<file path="src/hdl/partition_fit_allocator_core_defines.svh">
// ---------------------------------------------------------------------------
// Partition fit allocator: assertion macros
// Shared concurrent assertion helpers. The enclosing scope provides clk and
// rst_n.
// ---------------------------------------------------------------------------
`ifndef PARTITION_FIT_ALLOCATOR_CORE_DEFINES_SVH
`define PARTITION_FIT_ALLOCATOR_CORE_DEFINES_SVH

// same-cycle implication, checked outside reset
`define PFA_ASSERT_IMP(name, ante, cons) \
  name: assert property (@(posedge clk) disable iff (!rst_n) (ante) |-> (cons)) \
    else $error("pfa: implication check failed");

// next-cycle implication, checked outside reset
`define PFA_ASSERT_NXT(name, ante, cons) \
  name: assert property (@(posedge clk) disable iff (!rst_n) (ante) |=> (cons)) \
    else $error("pfa: next-cycle check failed");

`endif

</file>
<file path="src/hdl/pfa_pkg.sv">
// ---------------------------------------------------------------------------
// Partition fit allocator package
// Request/result types, register indexes, codes and controller types.
// ---------------------------------------------------------------------------
`timescale 1ns / 1ps
`default_nettype none

package pfa_pkg;

  // field widths
  localparam int SIZE_W     = 16;
  localparam int PIDX_W     = 3;
  localparam int COUNT_W    = 4;
  localparam int STRAT_W    = 2;
  localparam int CFG_IDX_W  = 1;
  localparam int CFG_DATA_W = 4;

  // command codes
  localparam logic CMD_LOAD  = 1'b0;
  localparam logic CMD_PLACE = 1'b1;

  // placement strategies (unused code behaves as first fit)
  localparam logic [STRAT_W-1:0] STRAT_FIRST = 2'd0;
  localparam logic [STRAT_W-1:0] STRAT_BEST  = 2'd1;
  localparam logic [STRAT_W-1:0] STRAT_WORST = 2'd2;

  // register indexes
  localparam logic [CFG_IDX_W-1:0] CFG_STRATEGY = 1'd0;
  localparam logic [CFG_IDX_W-1:0] CFG_COUNT    = 1'd1;

  // register reset values
  localparam logic [STRAT_W-1:0] STRATEGY_RESET = STRAT_FIRST;
  localparam logic [COUNT_W-1:0] COUNT_RESET    = 4'd8;

  typedef struct packed {
    logic              cmd;
    logic [PIDX_W-1:0] partition_index;
    logic [SIZE_W-1:0] size_value;
  } pfa_in_t;

  typedef struct packed {
    logic              placed;
    logic [PIDX_W-1:0] block_index;
    logic [SIZE_W-1:0] remaining_free;
  } pfa_out_t;

  typedef enum logic [2:0] {
    ST_IDLE,
    ST_LOAD,
    ST_SCAN,
    ST_WB,
    ST_OUT
  } pfa_state_t;

  // controller to datapath
  typedef struct packed {
    logic accept;    // capture request, clear scan
    logic do_load;   // write loaded size, form load result
    logic scan_en;   // step the table scan
    logic do_wb;     // write back chosen entry, form placement result
    logic out_load;  // move result into output register
  } pfa_ctl_t;

  // datapath to controller
  typedef struct packed {
    logic scan_done;
    logic out_free;
  } pfa_sts_t;

endpackage

`default_nettype wire

</file>
<file path="src/hdl/pfa_ram.sv">
// ---------------------------------------------------------------------------
// Generic RAM
// One write port, one read port, registered read data.
// ---------------------------------------------------------------------------
`timescale 1ns / 1ps
`default_nettype none

module pfa_ram #(
  parameter int WIDTH = 16,
  parameter int DEPTH = 8
) (
  input  wire logic                                   clk,
  input  wire logic                                   we,
  input  wire logic [((DEPTH > 1) ? $clog2(DEPTH) : 1)-1:0] waddr,
  input  wire logic [WIDTH-1:0]                       wdata,
  input  wire logic                                   re,
  input  wire logic [((DEPTH > 1) ? $clog2(DEPTH) : 1)-1:0] raddr,
  output logic      [WIDTH-1:0]                       rdata
);

  logic [WIDTH-1:0] mem [DEPTH];

  // write port
  always_ff @(posedge clk) begin
    if (we) begin
      mem[waddr] <= wdata;
    end
  end

  // registered read port
  always_ff @(posedge clk) begin
    if (re) begin
      rdata <= mem[raddr];
    end
  end

endmodule

`default_nettype wire

</file>
<file path="src/hdl/pfa_ctrl.sv">
// ---------------------------------------------------------------------------
// Partition fit allocator controller
// Sequences load, scan, write-back and result hand-off.
// ---------------------------------------------------------------------------
`timescale 1ns / 1ps
`default_nettype none

module pfa_ctrl
  import pfa_pkg::*;
(
  input  wire logic     clk,
  input  wire logic     rst_n,
  input  wire logic     in_valid,
  input  wire logic     in_cmd,
  output logic          in_stall,
  output pfa_ctl_t      ctl,
  input  wire pfa_sts_t sts
);

  pfa_state_t state_r, state_nxt;

  // state register
  always_ff @(posedge clk) begin
    if (!rst_n) begin
      state_r <= ST_IDLE;
    end else begin
      state_r <= state_nxt;
    end
  end

  // next state and commands
  always_comb begin
    state_nxt = state_r;
    ctl       = '0;
    in_stall  = 1'b1;
    case (state_r)
      ST_IDLE: begin
        in_stall = 1'b0;
        if (in_valid) begin
          ctl.accept = 1'b1;
          state_nxt  = (in_cmd == CMD_PLACE) ? ST_SCAN : ST_LOAD;
        end
      end
      ST_LOAD: begin
        ctl.do_load = 1'b1;
        state_nxt   = ST_OUT;
      end
      ST_SCAN: begin
        ctl.scan_en = 1'b1;
        if (sts.scan_done) begin
          state_nxt = ST_WB;
        end
      end
      ST_WB: begin
        ctl.do_wb = 1'b1;
        state_nxt = ST_OUT;
      end
      ST_OUT: begin
        if (sts.out_free) begin
          ctl.out_load = 1'b1;
          state_nxt    = ST_IDLE;
        end
      end
      default: begin
        state_nxt = ST_IDLE;
      end
    endcase
  end

endmodule

`default_nettype wire

</file>
<file path="src/hdl/pfa_dpath.sv">
// ---------------------------------------------------------------------------
// Partition fit allocator datapath
// Free-size table, scan compare, write-back and output register.
// ---------------------------------------------------------------------------
`timescale 1ns / 1ps
`default_nettype none

`include "partition_fit_allocator_core_defines.svh"

module pfa_dpath
  import pfa_pkg::*;
#(
  parameter int PARTITIONS = 8
) (
  input  wire logic                  clk,
  input  wire logic                  rst_n,
  input  wire pfa_in_t               in_data,
  output logic                       out_valid,
  input  wire logic                  out_stall,
  output pfa_out_t                   out_data,
  input  wire logic                  cfg_we,
  input  wire logic [CFG_IDX_W-1:0]  cfg_index,
  input  wire logic [CFG_DATA_W-1:0] cfg_wdata,
  input  wire pfa_ctl_t              ctl,
  output pfa_sts_t                   sts
);

  localparam int AW = (PARTITIONS > 1) ? $clog2(PARTITIONS) : 1;

  // configuration
  logic [STRAT_W-1:0] strategy_r;
  logic [COUNT_W-1:0] count_r;
  logic [COUNT_W-1:0] limit;

  // held request
  pfa_in_t item_r;
  logic    pidx_ok;

  // scan state
  logic [COUNT_W-1:0] rd_cnt_r;
  logic [COUNT_W-1:0] cmp_idx_r;
  logic               cmp_pend_r;
  logic               rd_issue;
  logic               found_r;
  logic [COUNT_W-1:0] best_idx_r;
  logic [SIZE_W-1:0]  best_val_r;
  logic [SIZE_W-1:0]  entry_val;
  logic               take;
  logic [SIZE_W-1:0]  new_val;

  // table
  logic [PARTITIONS-1:0] vld_r;
  logic                  vld_q_r;
  logic                  ram_we;
  logic [AW-1:0]         ram_waddr;
  logic [SIZE_W-1:0]     ram_wdata;
  logic [AW-1:0]         ram_raddr;
  logic [SIZE_W-1:0]     ram_rdata;

  // result and output registers
  pfa_out_t res_r;
  pfa_out_t out_data_r;
  logic     out_valid_r;

  // configuration writes
  always_ff @(posedge clk) begin
    if (!rst_n) begin
      strategy_r <= STRATEGY_RESET;
      count_r    <= COUNT_RESET;
    end else if (cfg_we) begin
      case (cfg_index)
        CFG_STRATEGY: strategy_r <= cfg_wdata[STRAT_W-1:0];
        CFG_COUNT:    count_r    <= cfg_wdata[COUNT_W-1:0];
        default:      ;
      endcase
    end
  end

  // partitions in use, capped at the table size
  assign limit = (int'(count_r) > PARTITIONS) ? COUNT_W'(PARTITIONS) : count_r;

  // request capture
  always_ff @(posedge clk) begin
    if (ctl.accept) begin
      item_r <= in_data;
    end
  end

  assign pidx_ok = int'(item_r.partition_index) < PARTITIONS;

  // scan read issue, one entry a cycle
  assign rd_issue  = ctl.scan_en && (rd_cnt_r < limit);
  assign ram_raddr = AW'(rd_cnt_r);

  always_ff @(posedge clk) begin
    if (!rst_n) begin
      rd_cnt_r   <= '0;
      cmp_pend_r <= 1'b0;
    end else if (ctl.accept) begin
      rd_cnt_r   <= '0;
      cmp_pend_r <= 1'b0;
    end else begin
      cmp_pend_r <= rd_issue;
      if (rd_issue) begin
        rd_cnt_r <= rd_cnt_r + 1'b1;
      end
    end
  end

  always_ff @(posedge clk) begin
    if (rd_issue) begin
      cmp_idx_r <= rd_cnt_r;
      vld_q_r   <= vld_r[ram_raddr];
    end
  end

  assign sts.scan_done = (rd_cnt_r >= limit) && !cmp_pend_r;

  // fit compare; strict compares keep the lower index on ties
  assign entry_val = vld_q_r ? ram_rdata : '0;

  always_comb begin
    take = 1'b0;
    if (cmp_pend_r && (entry_val >= item_r.size_value)) begin
      if (!found_r) begin
        take = 1'b1;
      end else if (strategy_r == STRAT_BEST) begin
        take = entry_val < best_val_r;
      end else if (strategy_r == STRAT_WORST) begin
        take = entry_val > best_val_r;
      end
    end
  end

  always_ff @(posedge clk) begin
    if (!rst_n) begin
      found_r <= 1'b0;
    end else if (ctl.accept) begin
      found_r <= 1'b0;
    end else if (take) begin
      found_r <= 1'b1;
    end
  end

  always_ff @(posedge clk) begin
    if (take) begin
      best_idx_r <= cmp_idx_r;
      best_val_r <= entry_val;
    end
  end

  assign new_val = best_val_r - item_r.size_value;

  // table write: load or write-back
  assign ram_we    = (ctl.do_load && pidx_ok) || (ctl.do_wb && found_r);
  assign ram_waddr = ctl.do_load ? AW'(item_r.partition_index) : AW'(best_idx_r);
  assign ram_wdata = ctl.do_load ? item_r.size_value : new_val;

  always_ff @(posedge clk) begin
    if (!rst_n) begin
      vld_r <= '0;
    end else if (ram_we) begin
      vld_r[ram_waddr] <= 1'b1;
    end
  end

  pfa_ram #(
    .WIDTH (SIZE_W),
    .DEPTH (PARTITIONS)
  ) u_ram (
    .clk   (clk),
    .we    (ram_we),
    .waddr (ram_waddr),
    .wdata (ram_wdata),
    .re    (rd_issue),
    .raddr (ram_raddr),
    .rdata (ram_rdata)
  );

  // result forming
  always_ff @(posedge clk) begin
    if (ctl.do_load) begin
      res_r.placed         <= 1'b0;
      res_r.block_index    <= item_r.partition_index;
      res_r.remaining_free <= pidx_ok ? item_r.size_value : '0;
    end else if (ctl.do_wb) begin
      res_r.placed         <= found_r;
      res_r.block_index    <= found_r ? best_idx_r[PIDX_W-1:0] : '0;
      res_r.remaining_free <= found_r ? new_val : '0;
    end
  end

  // output register
  assign sts.out_free = !out_valid_r || !out_stall;

  always_ff @(posedge clk) begin
    if (!rst_n) begin
      out_valid_r <= 1'b0;
    end else if (ctl.out_load) begin
      out_valid_r <= 1'b1;
    end else if (!out_stall) begin
      out_valid_r <= 1'b0;
    end
  end

  always_ff @(posedge clk) begin
    if (ctl.out_load) begin
      out_data_r <= res_r;
    end
  end

  assign out_valid = out_valid_r;
  assign out_data  = out_data_r;

  // checks
  `PFA_ASSERT_IMP(a_chosen_fits, found_r, best_val_r >= item_r.size_value)
  `PFA_ASSERT_IMP(a_scan_in_range, ctl.scan_en, rd_cnt_r <= limit)
  `PFA_ASSERT_IMP(a_pick_in_range, ctl.scan_en && found_r, best_idx_r < limit)
  `PFA_ASSERT_NXT(a_cmp_follows_read, rd_issue, cmp_pend_r)

endmodule

`default_nettype wire

</file>
<file path="src/hdl/partition_fit_allocator_core.sv">
// ---------------------------------------------------------------------------
// Partition fit allocator
// First, best and worst fit placement over a table of partition free sizes.
//
//   channel  ports                          dir  request/write taken when
//   in       in_valid in_stall in_data      in   in_valid && !in_stall
//   out      out_valid out_stall out_data   out  out_valid && !out_stall
//   cfg      cfg_we cfg_index cfg_wdata     in   cfg_we
//
// A load passes through the load and output states; a placement scans
// min(partition_count, PARTITIONS) entries, reading one entry a cycle
// from the free-size RAM, then drains the last compare before write-back.
// One request is in work at a time; the next is taken while a finished
// result still waits in the output register.
// Reset (rst_n low, synchronous) clears the table to zero via per-entry
// valid bits, with no clearing pass; out_stall holds a result in place.
// ---------------------------------------------------------------------------
`timescale 1ns / 1ps
`default_nettype none

module partition_fit_allocator_core
  import pfa_pkg::*;
#(
  parameter int PARTITIONS = 8
) (
  input  wire logic                  clk,
  input  wire logic                  rst_n,
  input  wire logic                  in_valid,
  output logic                       in_stall,
  input  wire pfa_in_t               in_data,
  output logic                       out_valid,
  input  wire logic                  out_stall,
  output pfa_out_t                   out_data,
  input  wire logic                  cfg_we,
  input  wire logic [CFG_IDX_W-1:0]  cfg_index,
  input  wire logic [CFG_DATA_W-1:0] cfg_wdata
);

  pfa_ctl_t ctl;
  pfa_sts_t sts;

  // sequencing
  pfa_ctrl u_ctrl (
    .clk      (clk),
    .rst_n    (rst_n),
    .in_valid (in_valid),
    .in_cmd   (in_data.cmd),
    .in_stall (in_stall),
    .ctl      (ctl),
    .sts      (sts)
  );

  // table and arithmetic
  pfa_dpath #(
    .PARTITIONS (PARTITIONS)
  ) u_dpath (
    .clk       (clk),
    .rst_n     (rst_n),
    .in_data   (in_data),
    .out_valid (out_valid),
    .out_stall (out_stall),
    .out_data  (out_data),
    .cfg_we    (cfg_we),
    .cfg_index (cfg_index),
    .cfg_wdata (cfg_wdata),
    .ctl       (ctl),
    .sts       (sts)
  );

endmodule

`default_nettype wire
</file>
<file path="config.mk">
export PLATFORM = sky130hd
export DESIGN_NAME = partition_fit_allocator_core
export DESIGN_NICKNAME = d
export VERILOG_FILES = /design/src/hdl/pfa_pkg.sv /design/src/hdl/pfa_ram.sv /design/src/hdl/pfa_ctrl.sv /design/src/hdl/pfa_dpath.sv /design/src/hdl/partition_fit_allocator_core.sv
export VERILOG_INCLUDE_DIRS = /design/src /design/src/hdl
export SDC_FILE = /design/constraint.sdc
export NUM_CORES = 1
export LEC_CHECK = 0
export ABC_AREA = 1
export BUFFER_PORTS_ARGS = -buffer_cell sky130_fd_sc_hd__buf_4
export CAP_MARGIN = 20
export CORE_MARGIN = 1
export CORE_UTILIZATION = 35
export DETAILED_ROUTE_END_ITERATION = 10
export PLACE_DENSITY = 0.59
export SLEW_MARGIN = 20
export SYNTH_ARGS = -nofsm -noshare
export SYNTH_HDL_FRONTEND = slang
export SYNTH_SLANG_ARGS = --single-unit
</file>
<file path="constraint.sdc">
create_clock -name clk -period 7.1 [get_ports clk]
set_clock_uncertainty 0.2 [all_clocks]
set_input_delay 0.71 -clock clk [delete_from_list [all_inputs] [get_ports clk]]
set_output_delay 0.71 -clock clk [all_outputs]
set_load 0.005 [all_outputs]
</file>
; Yosys cells after proc, flatten, opt, wreduce, memory -nomap -nowiden
; Memory sizes are Yosys's and may differ from the RTL's. A register that Yosys moved wholly into a read port is not among the register bits.
; Index checks and enable logic that the tools add are counted.
[op_classes]
add_sub_neg = 2
bitwise = 3
n_lt_le_gt_ge = 9
mux = 33
eq_ne = 10
n_reduce_logical = 17
[ops]
columns = operator, count
row1 = $mux W16, 3
row2 = $mux W19, 2
row3 = $mux W1, 18
row4 = $ge A16 B16 Y1, 1
row5 = $gt A16 B16 Y1, 1
row6 = $lt A16 B16 Y1, 1
row7 = $sub A16 B16 Y16, 1
row8 = $mux W3, 5
row9 = $pmux W3 S4, 1
row10 = $lt A3 B4 Y1 const B, 2
row11 = $or A8 B8 Y8, 1
row12 = $eq A3 B2 Y1 const B, 2
row13 = $ne A2 B2 Y1 const B, 3
row14 = $logic_and A1 B1 Y1, 5
row15 = $add A4 B1 Y4 const B, 1
row16 = $ge A4 B4 Y1, 1
row17 = $gt A4 B4 Y1 const B, 1
row18 = $lt A4 B4 Y1, 1
row19 = $mux W4, 1
row20 = $reduce_and A2 Y1, 2
row21 = $reduce_or A2 Y1, 2
row22 = $bmux W1 S3, 1
row23 = $demux W1 S3, 1
row24 = $eq A3 B1 Y1 const B, 1
row25 = 12 further kinds, 16
[totals]
memories = 1
in_bits = 30
mem_bits_rw = 128
elab_cells = 95
output_inout_bits = 22
regBits = 106
[memory_table]
columns = name, words, word_bits, read_ports, rd_ports_with_merged_regs, wr, line
row1 = u_dpath.u_ram.mem, 8, 16, 1, 1, 1, pfa_ram.sv:21  ; logic [WIDTH-1:0] mem [DEPTH];

; Depth between registers and ports, before layout
; Gate-level depths: netlist of the first run.
[logic_depth]
ltp_word = 8
ltp_mapped = 16
depth_no_buf = 14

; Modules after synthesis
; Synthesis of the first run repeated with hierarchy kept, for this count alone.
[hier_totals]
hier_cells = 1232
area_unflattened_um2 = 11920.2
[modules_own_cells]
columns = mod, instances, seq_area_each_um2, cells_per_inst, area_per_inst_um2
row1 = pfa_ram, 1, 4324.1, 587, 6149.6
row2 = pfa_dpath, 1, 2872.8, 612, 5569.1
row3 = pfa_ctrl, 1, 60.1, 33, 201.4

; Least setup slack after synthesis of the first run
; Ideal clock, no wire load.
[synth_path]
path_kind = register -> register
start = register u_dpath.vld_q_r
end = register u_dpath.best_idx_r[0], enable pin
path_buffers = 2
synth_period_minus_slack_ns = 3.134
arrival_ns = 2.539
path_slack_ns = 3.966
required_ns = 6.505
path_stages_with_launch = 15
cell_sequence = edfxtp_1 > buf_2 > clkbuf_1 > nand2_1 > inv_1 > ha_1 > nand2_1 > inv_1 > o21ai_0 > nand2_1 > a21oi_1 > nand3_1 > nand2_1 > nor2_1 > nor2_1
[synth_between]
elab_chain_cells = 6
[synth_lines]
columns = element, line
row1 = "start, declared", pfa_dpath.sv:53  ; logic vld_q_r;
row2 = "start signal, assigned", pfa_dpath.sv:113  ; vld_q_r <= vld_r[ram_raddr];
row3 = $mux W16 (*), pfa_dpath.sv:120  ; assign entry_val = vld_q_r ? ram_rdata : '0;
row4 = via u_dpath.entry_val[9], pfa_dpath.sv:47  ; logic [SIZE_W-1:0] entry_val;
row5 = $gt A16 B16 Y1, pfa_dpath.sv:130  ; take = entry_val > best_val_r;
row6 = $mux W1, pfa_dpath.sv:129  ; end else if (strategy_r == STRAT_WORST) begin
row7 = $mux W1, pfa_dpath.sv:127  ; end else if (strategy_r == STRAT_BEST) begin
row8 = $mux W1, pfa_dpath.sv:125  ; if (!found_r) begin
row9 = $mux W1 (*), pfa_dpath.sv:124  ; if (cmp_pend_r && (entry_val >= item_r.size_value)) begin
row10 = via u_dpath.take, pfa_dpath.sv:48  ; logic take;
row11 = "end signal, assigned", pfa_dpath.sv:147  ; best_idx_r <= cmp_idx_r;
row12 = "end, declared", pfa_dpath.sv:45  ; logic [COUNT_W-1:0] best_idx_r;
; The timed path passes the listed nets; every way through them passes the cells marked *.
; A chain may end at the register's enable or synchronous reset.

; Final worst setup path of the first run
[layout_path]
start = register u_dpath.vld_q_r
end = register u_dpath.best_val_r[6], enable pin
[layout_between]
elab_chain_cells = 6
[layout_lines]
columns = element, line
row1 = $mux W16 (*), pfa_dpath.sv:120
row2 = via u_dpath.entry_val[14], pfa_dpath.sv:47
row3 = $gt A16 B16 Y1, pfa_dpath.sv:130
row4 = $mux W1, pfa_dpath.sv:129
row5 = $mux W1, pfa_dpath.sv:127
row6 = $mux W1, pfa_dpath.sv:125
row7 = $mux W1 (*), pfa_dpath.sv:124
row8 = via u_dpath.take, pfa_dpath.sv:48
row9 = "end signal, assigned", pfa_dpath.sv:148  ; best_val_r <= entry_val;
row10 = "end, declared", pfa_dpath.sv:46  ; logic [SIZE_W-1:0] best_val_r;
; Marked as above.

==> run summary, run 1 <==
=================================================================================
Run status ......................................................... finished clean
Final period utilization ...........................................        46.3%
Final layout net count .............................................         1154
Routed len/inst ....................................................      16.3 um
DR vias ............................................................         7294
Total Negative Setup Slacks ........................................         0 ps
Warnings, synthesis ................................................            0
Commonest non-fill, non-tap cells in the layout .................... edfxtp_1 (225), nor2_1 (167), nand2_1 (120)
Count of flip-flops with a built-in enable after synthesis .........          225
Clk network pwr share ..............................................        35.3%
Diodes inserted ....................................................            0
Proportion of power drawn by flip-flops and latches ................        46.6%
Starting density of the core .......................................        35.5%
Internal power contribution ........................................      2870 uW
Mean post-synth cell area ..........................................     11.0 um2
First-pass GRT wire length .........................................     39100 um
Drc violations .....................................................            0
Worst path required time ...........................................      7130 ps
Finished layout cell area ..........................................    12900 um2
Die Wd .............................................................       181 um
Placement-stage cell area ..........................................    12000 um2
Number of failing setup endpoints in the final timing report .......            0
Die area ...........................................................    32700 um2
Insertion delay of the later-clocked pin in the worst-skew pair ....       540 ps
Worst hold slack ...................................................       143 ps
Residual antenna-violating net count after detailed routing ........            0
Critical path startpoint ........................................... u_dpath.vld_q_r
Post-CTS repair timing setup buffer count ..........................            0
RSZ-0062 raised after global routing ...............................        false
Total gr overflow ..................................................            0
Worst setup endpoint ............................................... u_dpath.best_val_r[6]
Starting DRC count in detailed routing .............................          549
Global-route usage over all layers .................................        15.0%
Via density ........................................................         4.88
Number of core rows ................................................           65
Die height .........................................................       181 um
RR Endpoint ........................................................ u_dpath.best_val_r[6]
CTS Buffer Depth ...................................................            3
HP Class ........................................................... input port to register
Source of the worst register-to-register timing path ............... u_dpath.vld_q_r
Routed wire length .................................................     24400 um
Number of hold violations in the final report ......................            0
Largest net degree at the start of global routing ..................           72
Syn nets ...........................................................         1101
Setup crit start kind ..............................................     register
Worst slew pin tran ................................................      1160 ps
Power spent charging and discharging nets ..........................      1120 uW
Post-CTS resize count ..............................................            0
Post-Syn Instances .................................................         1021
Number of synthesized register bits ................................          250
Max-capacitance violation count ....................................            0
Share of synthesized area occupied by flip-flops and latches .......        64.9%
Cell depth of the worst flop-to-flop path ..........................           12
Power Dens Cells ...................................................   309 nW/um2
Final critical path time including I/O delays and setup ............      3290 ps
Leakage ............................................................   0.00513 uW
HPWL after DPL .....................................................     17100 um
Netlist Area Pre-Place .............................................    11200 um2
Critical path class ................................................ register to register
Maximum operating frequency ........................................      304 MHz
Via count of the first global-routing pass .........................         7275
Sink count of the clock tree .......................................          250
Number of ports placed on the die boundary .........................           52
Hold Buf Count CTS .................................................            0
Clk slew on worst S/H paths ........................................        60 ps
Layout overhead on the synthesized area ............................        15.1%
Clock tree from TritonCTS ..........................................        built
Top_reg_cell synth .................................................     edfxtp_1
Worst setup slack before clock tree synthesis ......................      3810 ps
Clock buffer count from CTS ........................................           26
Share of synthesized flip-flops with an asynchronous set or reset ..           0%
Leading cell type in the layout, fill and taps excluded ............     edfxtp_1
Highest net fanout along the worst path ............................           18
Switching part of the total ........................................        28.1%
Initial antenna violation count ....................................            0
Combinational group share of total power ...........................        18.1%
Fin. max-slew vios .................................................            0
Share of layout cells above drive strength 1 .......................        11.8%
CP arrival .........................................................      3320 ps
Crit path setup slack, layout ......................................      3810 ps
Register-to-Register Setup Slack ...................................      3810 ps
Synth unique cells .................................................           43
Relative slew slack ................................................        22.9%
Std-Cell Core Area .................................................    31500 um2
Root buffer cell ...................................................    clkbuf_16
Number of optimization iterations in the first detailed-route pass .            5
H-tree depth reported by CTS .......................................            1
Number of buffers inserted by port buffering .......................           51
Final GP Congestion ................................................        0.851
Endpoint kind of the worst setup timing path .......................     register
Highest ir drop seen on vdd ........................................   0.000174 V
=================================================================================
per-layer routing:
metal | track usage (%) | wire, um | vias to the layer above | part of all wire [%]
met3 | 2.10 | 830 | 36 | 3.4
li1 | - | - | 3631 | -
met1 | 20.8 | 11600 | 3494 | 48
met5 | 0 | 0 | - | 0
met4 | 4.17 | 596 | 0 | 2.4
met2 | 24.6 | 11400 | 133 | 47
flip-flops by register name, summed over array words and instances, names as in the netlist, 3 cells and up:
| name | flops |
|---|---|
| u_dpath.rd_cnt_r | 4 |
| u_dpath.best_val_r | 16 |
| u_dpath.cmp_idx_r | 3 |
| u_ctrl.state_r | 3 |
| u_dpath.out_data | 20 |
| u_dpath.best_idx_r | 3 |
| u_dpath.item_r | 19 |
| u_dpath.res_r | 20 |
| u_dpath.u_ram.mem | 128 |
| u_dpath.count_r | 4 |
| u_dpath.u_ram.rdata | 16 |
| u_dpath.vld_r | 8 |
kinds of logic after synthesis:
logic type | share of synthesized area, %
xor+xnor | 0.313
flops | 64.9
buf+inv | 5.56
compound gates | 9.74
fa+ha+maj | 5.66
simple gates | 13.9
final cells by class:
cell class                 count  area (um2)
clock buffer                  33         707
clock inverter                14         190
fill                        2955       18600
inverter                     126         475
multi-input combinational    613        3310
sequential                   250        7260
tap                          402         503
timing repair buffer          57         428
synthesized netlist by cell type, drive strengths merged, types with 3 or more instances:
cell / number / area [um2]
clkbuf: 25 / 93.8
o22ai: 18 / 113
nand3b: 3 / 35.0
a31oi: 21 / 131
edfxtp: 225 / 6760
nand3: 31 / 155
o21ai: 99 / 514
inv: 124 / 468
buf: 7 / 52.6
a21oi: 45 / 225
nand2: 123 / 474
and2: 3 / 18.8
or2: 5 / 31.3
nand4: 8 / 50.1
dfxtp: 25 / 500
ha: 49 / 613
o21a: 3 / 22.5
o21bai: 5 / 37.5
nor2: 179 / 731
nor3: 7 / 35.0
worst min path at each step:
stage          slack, ps               endpoint            startpoint  depth (start not counted)
6_report             140     u_dpath.item_r[16]           in_data[16]                          1
2_1_floorplan        200  u_dpath.best_idx_r[0]  u_dpath.cmp_idx_r[0]                          0
5_1_grt              130      u_dpath.item_r[7]            in_data[7]                          1
3_5_place_dp         210  u_dpath.best_idx_r[1]  u_dpath.cmp_idx_r[1]                          0
3_3_place_gp         200    u_dpath.out_data[5]      u_dpath.res_r[5]                          0
4_1_cts              130      u_dpath.item_r[6]            in_data[6]                          1
stage by stage:
step	total power, uW	utilization, %	cells
global placement	2590	38.1	1448
global route	4170	40.9	1495
CTS	4020	40.9	1495
floorplan	2350	-	1021
detailed placement	2610	38.1	1448
finish	3980	40.9	1495
power by group through the flow:
stage	Clock, uW	Sequential [uW]	Combinational (uW)
2_1_floorplan	0	1870	481
3_3_place_gp	0	1890	701
3_5_place_dp	0	1890	722
4_1_cts	1440	1860	725
5_1_grt	1490	1860	814
6_report	1410	1860	722
critical path: stages (launching register included):
cell,delay [ps]
edfxtp_1,660
nand2_1,140
inv_1,80
ha_1,300
nand2_1,50
inv_1,60
nand3_1,120
nor3_1,320
nand3_1,160
nand3_1,170
nand2_1,90
nor2_1,290
buf_4,330
No activity file was read; power rests on OpenSTA's default activity.
==> inputs of run 2 (changes only) <==
--- a/config.mk
+++ b/config.mk
@@ -12,7 +12,7 @@
 export CORE_MARGIN = 1
 export CORE_UTILIZATION = 35
 export DETAILED_ROUTE_END_ITERATION = 10
-export PLACE_DENSITY = 0.59
+export PLACE_DENSITY = 0.61
 export SLEW_MARGIN = 20
 export SYNTH_ARGS = -nofsm -noshare
 export SYNTH_HDL_FRONTEND = slang
==> constraint.sdc (replaced) <==
create_clock -name clk -period 2.76 [get_ports clk]
set_clock_uncertainty 0.2 [all_clocks]
set_input_delay 0.276 -clock clk [delete_from_list [all_inputs] [get_ports clk]]
set_output_delay 0.276 -clock clk [all_outputs]
set_load 0.005 [all_outputs]
==> run 2 against run 1 <==
Effect of this change:
- wire length is 4.0% higher
- maximum frequency rose by 27%
- worst hold slack got worse by 74 ps
- sequential power rose to 2.6 times the previous value
- power rose to 2.5 times the previous value
- clock power is 140% higher
- critical endpoint is now u_dpath.u_ram.mem[0][5]
- via count up 1.9%
- clock-buffer cell count rose by 3
- highest routed layer unchanged
- die area did not move
- global-route usage grew 0.54 points
- cell count is 4.1% higher
==> run summary, run 2 (synthesis gave the netlist of run 1 again) <==
=================================================================================
Via count of the first global-routing pass .........................         7479
Routed wire length .................................................     25400 um
Number of buffers inserted by port buffering .......................           51
Root buffer cell ...................................................    clkbuf_16
Number of buffer and inverter instances along the worst setup path .            2
Insertion delay of the later-clocked pin in the worst-skew pair ....       530 ps
Via density ........................................................         4.77
Highest net fanout along the worst path ............................            8
Worst path cell trace .............................................. ha_1 > a21oi_1 > nand2_1 > a21oi_1 > inv_1 > or2_2 > a31oi_1 > inv_1
Share of layout cells above drive strength 1 .......................        13.6%
DR vias ............................................................         7429
Leading cell type in the layout, fill and taps excluded ............     edfxtp_1
Switching part of the total ........................................        28.0%
Clock buffer count from CTS ........................................           26
Total gr overflow ..................................................            0
Clk network pwr share ..............................................        33.5%
Proportion of power drawn by flip-flops and latches ................        46.9%
Number of ports placed on the die boundary .........................           52
Starting DRC count in detailed routing .............................          529
Residual antenna-violating net count after detailed routing ........            0
Final layout net count .............................................         1214
Final period utilization ...........................................        94.1%
Clock tree from TritonCTS ..........................................        built
Relative slew slack ................................................        53.6%
Max-capacitance violation count ....................................            0
Worst slew pin tran ................................................       691 ps
Placement-stage cell area ..........................................    12200 um2
RSZ-0062 raised after global routing ...............................        false
Initial antenna violation count ....................................            0
Final GP Congestion ................................................        0.880
CTS Buffer Depth ...................................................            3
Number of flip-flops in the largest register .......................          128
Drc violations .....................................................            0
Die Wd .............................................................       181 um
Total instance count after detailed placement ......................         1472
Routed len/inst ....................................................      16.3 um
Largest Register ................................................... u_dpath.u_ram.mem
Setup crit start kind ..............................................     register
Starting density of the core .......................................        35.5%
Diodes inserted ....................................................            0
First-pass GRT wire length .........................................     39700 um
HP Class ........................................................... input port to register
Total Negative Setup Slacks ........................................         0 ps
Maximum operating frequency ........................................      385 MHz
Std-Cell Core Area .................................................    31500 um2
Power spent charging and discharging nets ..........................      2830 uW
H-tree depth reported by CTS .......................................            1
Leakage ............................................................   0.00538 uW
Gate family responsible for the most delay along the worst path .... compound AO/OA/AOI/OAI gates
Die height .........................................................       181 um
Combinational group share of total power ...........................        19.5%
Number of standard cells in the layout, taps in and fillers out ....         1556
Power Dens Cells ...................................................   756 nW/um2
Internal power contribution ........................................      7280 uW
Finished layout cell area ..........................................    13400 um2
HPWL after DPL .....................................................     16900 um
Worst setup slack before clock tree synthesis ......................       167 ps
Number of optimization iterations in the first detailed-route pass .            5
Final critical path time including I/O delays and setup ............      2600 ps
Largest net degree at the start of global routing ..................           72
Cell with the biggest individual delay on the critical path ........     edfxtp_1
Number of failing setup endpoints in the final timing report .......            0
Crit path setup slack, layout ......................................       162 ps
Number of core rows ................................................           65
Layout overhead on the synthesized area ............................        19.6%
Die area ...........................................................    32700 um2
Fin. max-slew vios .................................................            0
Critical path class ................................................ register to register
Global-route usage over all layers .................................        15.6%
Commonest non-fill, non-tap cells in the layout .................... edfxtp_1 (225), nor2_1 (166), nand2_1 (119)
Number of hold violations in the final report ......................            0
Sink count of the clock tree .......................................          250
Crit path largest cell delay .......................................       420 ps
Clk slew on worst S/H paths ........................................        60 ps
CP arrival .........................................................      2620 ps
Endpoint kind of the worst setup timing path .......................     register
Highest ir drop seen on vdd ........................................   0.000498 V
Run status ......................................................... finished clean
Worst path required time ...........................................      2780 ps
Final design utilization ...........................................        42.5%
=================================================================================
## run 2: final cells by class
class,instances,area (um2)
Inverter,126,475
Clock buffer,36,709
Sequential cell,250,7260
Multi-Input combinational cell,613,3330
Tap cell,402,503
Clock inverter,12,115
Timing Repair Buffer,117,993
Fill cell,2923,18100
## run 2: power by group through the flow
stage / Sequential, uW / Combinational, uW / Clock [uW]
finish: 4750 / 1970 / 3390
global route: 4770 / 2230 / 3610
CTS: 4750 / 1980 / 3460
detailed placement: 4830 / 1930 / 0
global placement: 4830 / 1900 / 0
floorplan: 4800 / 1240 / 0
## run 2: metrics by stage
step	power, uW	hold slack [ps]
finish	10100	68.1
global route	10600	72.9
CTS	10200	14.8
detailed placement	6760	205
global placement	6720	201
floorplan	6040	175
## run 2: per-layer routing
metal,global-route usage [%],up-vias,part of all wire [%]
li1,-,3751,-
met2,27.1,128,48
met3,2.82,37,4.7
met1,20.1,3513,45
met5,0,-,0
met4,3.69,0,1.8
## run 2: worst register-to-register path: stages (launching register included)
cell	delay (ps)
edfxtp_1	420
ha_1	370
a21oi_1	140
nand2_1	120
a21oi_1	190
inv_1	100
or2_2	280
a31oi_1	270
inv_1	220
## run 2: worst paths after layout
kind                    startpoint                       to  slack (ps)  cells after the start
min                         cfg_we       u_dpath.count_r[1]          70                      5
min reg2reg       u_dpath.res_r[6]      u_dpath.out_data[6]         220                      0
max          u_dpath.best_val_r[2]  u_dpath.u_ram.mem[0][5]         160                      8
max reg2reg  u_dpath.best_val_r[2]  u_dpath.u_ram.mem[0][5]         160                      8
## run 2: what timing repair did
action	in CTS	in global routing
endpoints found under the setup margin	0	27
hold buffers	36	0
endpoints found under the hold margin	30	0
gates resized for setup	0	2
setup buffers	0	0
==> inputs of run 3 (changes only) <==
--- a/config.mk
+++ b/config.mk
@@ -10,10 +10,9 @@
 export BUFFER_PORTS_ARGS = -buffer_cell sky130_fd_sc_hd__buf_4
 export CAP_MARGIN = 20
 export CORE_MARGIN = 1
-export CORE_UTILIZATION = 35
+export CORE_UTILIZATION = 55
 export DETAILED_ROUTE_END_ITERATION = 10
-export PLACE_DENSITY = 0.61
-export SLEW_MARGIN = 20
+export PLACE_DENSITY = 0.84
 export SYNTH_ARGS = -nofsm -noshare
 export SYNTH_HDL_FRONTEND = slang
 export SYNTH_SLANG_ARGS = --single-unit
==> run 3 against run 2 <==
Effect of this change:
- the run now ends with setup timing left
- cell count is 8.4% lower
- clock power hardly changed
- maximum frequency is 8.7% lower
- final area is 0.92% higher
- worst hold slack worse by 13 ps
- power is 2.3% higher
- global-route usage is 11 points higher
- first-iteration DRC count is 61% higher
- non-clock buffer count is 8 higher
- utilization is 26 points higher
- largest cell class unchanged
==> run summary, run 3 (synthesis gave the netlist of run 1 again) <==
=================================================================================
Number of buffer and inverter instances along the worst setup path .            3
Starting DRC count in detailed routing .............................          852
Highest net fanout along the worst path ............................            7
Worst path cell trace .............................................. buf_6 > nand2_1 > inv_2 > ha_1 > nand2_1 > nor3_2 > nand3_1 > nand3_2 > nand2_2 > nor2_4 > clkbuf_16
Number of buffers inserted by port buffering .......................           51
Power Dens Cells ...................................................   766 nW/um2
Fin. max-slew vios .................................................            0
Share of layout cells above drive strength 1 .......................        17.7%
Final layout net count .............................................         1221
H-tree depth reported by CTS .......................................            1
Starting density of the core .......................................        56.7%
Number of cells on the critical path ...............................           11
Number of flip-flops in the largest register .......................          128
Worst path required time ...........................................      2800 ps
Met2 Track Usage GR ................................................        46.1%
Die area ...........................................................    20900 um2
Global-route usage over all layers .................................        26.5%
Clock tree from TritonCTS ..........................................        built
Worst slew pin tran ................................................       733 ps
First-pass GRT wire length .........................................     41300 um
Leading cell type in the layout, fill and taps excluded ............     edfxtp_1
Number of optimization iterations in the first detailed-route pass .            5
Sink count of the clock tree .......................................          250
Max-capacitance violation count ....................................            0
Cell repeated most along the worst path ............................      nand2_1
Placement-stage cell area ..........................................    12000 um2
Relative slew slack ................................................        51.1%
Final GP Congestion ................................................        0.990
Met1 track demand over resource in global routing ..................        32.4%
Worst Hold Path Cells ..............................................            5
Insertion delay of the later-clocked pin in the worst-skew pair ....       540 ps
Clock buffer count from CTS ........................................           25
Total gr overflow ..................................................            0
Via count of the first global-routing pass .........................         7952
Run status ......................................................... complete, but fails checks
Routed len/inst ....................................................      19.7 um
Violations in the final reports .................................... setup timing
Layout overhead on the synthesized area ............................        20.7%
Root buffer cell ...................................................    clkbuf_16
HPWL after DPL .....................................................     16700 um
Via density ........................................................         5.83
Grt met3 use .......................................................        4.04%
CP arrival .........................................................      2890 ps
Clk slew on worst S/H paths ........................................        70 ps
Area occupied by registers .........................................     7260 um2
Number of core rows ................................................           51
Endpoint kind of the worst setup timing path .......................     register
CTS Buffer Depth ...................................................            3
Finished layout cell area ..........................................    13500 um2
Final critical path time including I/O delays and setup ............      2850 ps
Drc violations .....................................................            0
Crit path setup slack, layout ......................................     -85.9 ps
Number of hold violations in the final report ......................            0
Busiest layer in global routing ....................................         met2
Maximum operating frequency ........................................      351 MHz
Residual antenna-violating net count after detailed routing ........            0
Commonest non-fill, non-tap cells in the layout .................... edfxtp_1 (225), nor2_1 (164), nand2_1 (110)
Cell with the biggest individual delay on the critical path ........     edfxtp_1
Die height .........................................................       145 um
Largest net degree at the start of global routing ..................           72
Number of ports placed on the die boundary .........................           52
DR vias ............................................................         8317
HP Class ........................................................... input port to register
Setup crit start kind ..............................................     register
Gate family responsible for the most delay along the worst path .... simple AND/OR/NAND/NOR gates
Leakage ............................................................   0.00543 uW
Critical path class ................................................ register to register
Initial antenna violation count ....................................            1
Fill count .........................................................         1281
Worst setup slack before clock tree synthesis ......................      27.6 ps
Cell depth of the worst flop-to-flop path ..........................           11
Routed wire length .................................................     28100 um
Final period utilization ...........................................         103%
Die Wd .............................................................       145 um
Highest ir drop seen on vdd ........................................   0.000539 V
Worst hold slack ...................................................      55.6 ps
Multi-input gate area in the final layout ..........................     3540 um2
Register-to-Register Setup Slack ...................................       -90 ps
Largest Register ................................................... u_dpath.u_ram.mem
Number of failing setup endpoints in the final timing report .......           19
Std-Cell Core Area .................................................    19700 um2
RSZ-0062 raised after global routing ...............................         true
Crit path largest cell delay .......................................       490 ps
=================================================================================
==> run 3: cell types whose count changed in the layout (fill, tap and decap cells not counted), moves of 7 or more <==
cell and change:
inv_1 -11, ha_1 -10, ha_4 +10, inv_2 +9
nand2_1 -9, nand2_2 +7
==> run 3: worst paths after layout <==
path                            to              from
max reg2reg  u_dpath.best_val_r[0]   u_dpath.vld_q_r
min             u_dpath.count_r[2]         cfg_index
min reg2reg    u_dpath.out_data[0]  u_dpath.res_r[0]
max          u_dpath.best_val_r[0]   u_dpath.vld_q_r
==> run 3: worst min-delay path, cell delays in order <==
cell and delay, ps:
buf_4 90, nand2_1 100, inv_1 130, nor2_1 50, nor2_1 90
==> run 3: final cells by class <==
class / instances / share of cell area, %
flip-flops and latches: 250 / 53.7
multi-input cells: 613 / 26.2
repair buffers: 125 / 8.10
clock buffers: 30 / 4.77
inverters: 126 / 3.56
well taps: 265 / 2.45
clock inverters: 16 / 1.13
diodes: 1 / 0.0185
==> run 3: metrics by stage <==
| step | instances | TNS (ps) | power (uW) | util [%] |
|---|---|---|---|---|
| after floorplan | 1021 | 0 | 6040 | - |
| after global placement | 1335 | 0 | 6660 | 60.9 |
| after detailed placement | 1335 | 0 | 6750 | 60.9 |
| after CTS | 1418 | 0 | 10100 | 66.8 |
| after global routing | 1425 | -2680 | 10700 | 68.5 |
| final | 1426 | -1050 | 10300 | 68.5 |
==> run 3: power breakdown <==
group / switching [uW] / internal (uW) / total, uW
clock: 1420 / 1940 / 3370
sequential: 115 / 4660 / 4770
combinational: 1490 / 719 / 2200
total: 3020 / 7320 / 10300
==> run 3: repair_timing <==
| action | 4_1_cts | 5_1_grt |
|---|---|---|
| buffers inserted | 0 | 3 |
| endpoints found under the hold margin | 29 | 0 |
| hold buffers | 37 | 0 |
| gates resized for setup | 0 | 58 |
| setup endpoints to repair | 0 | 62 |
==> run 3: layer usage <==
metal,vias up,share of wire (%),routed length (um)
li1,3773,-,-
met4,2,4.6,1300
met3,93,7.9,2210
met5,-,0.043,12
met1,4022,37,10400
met2,427,50,14100
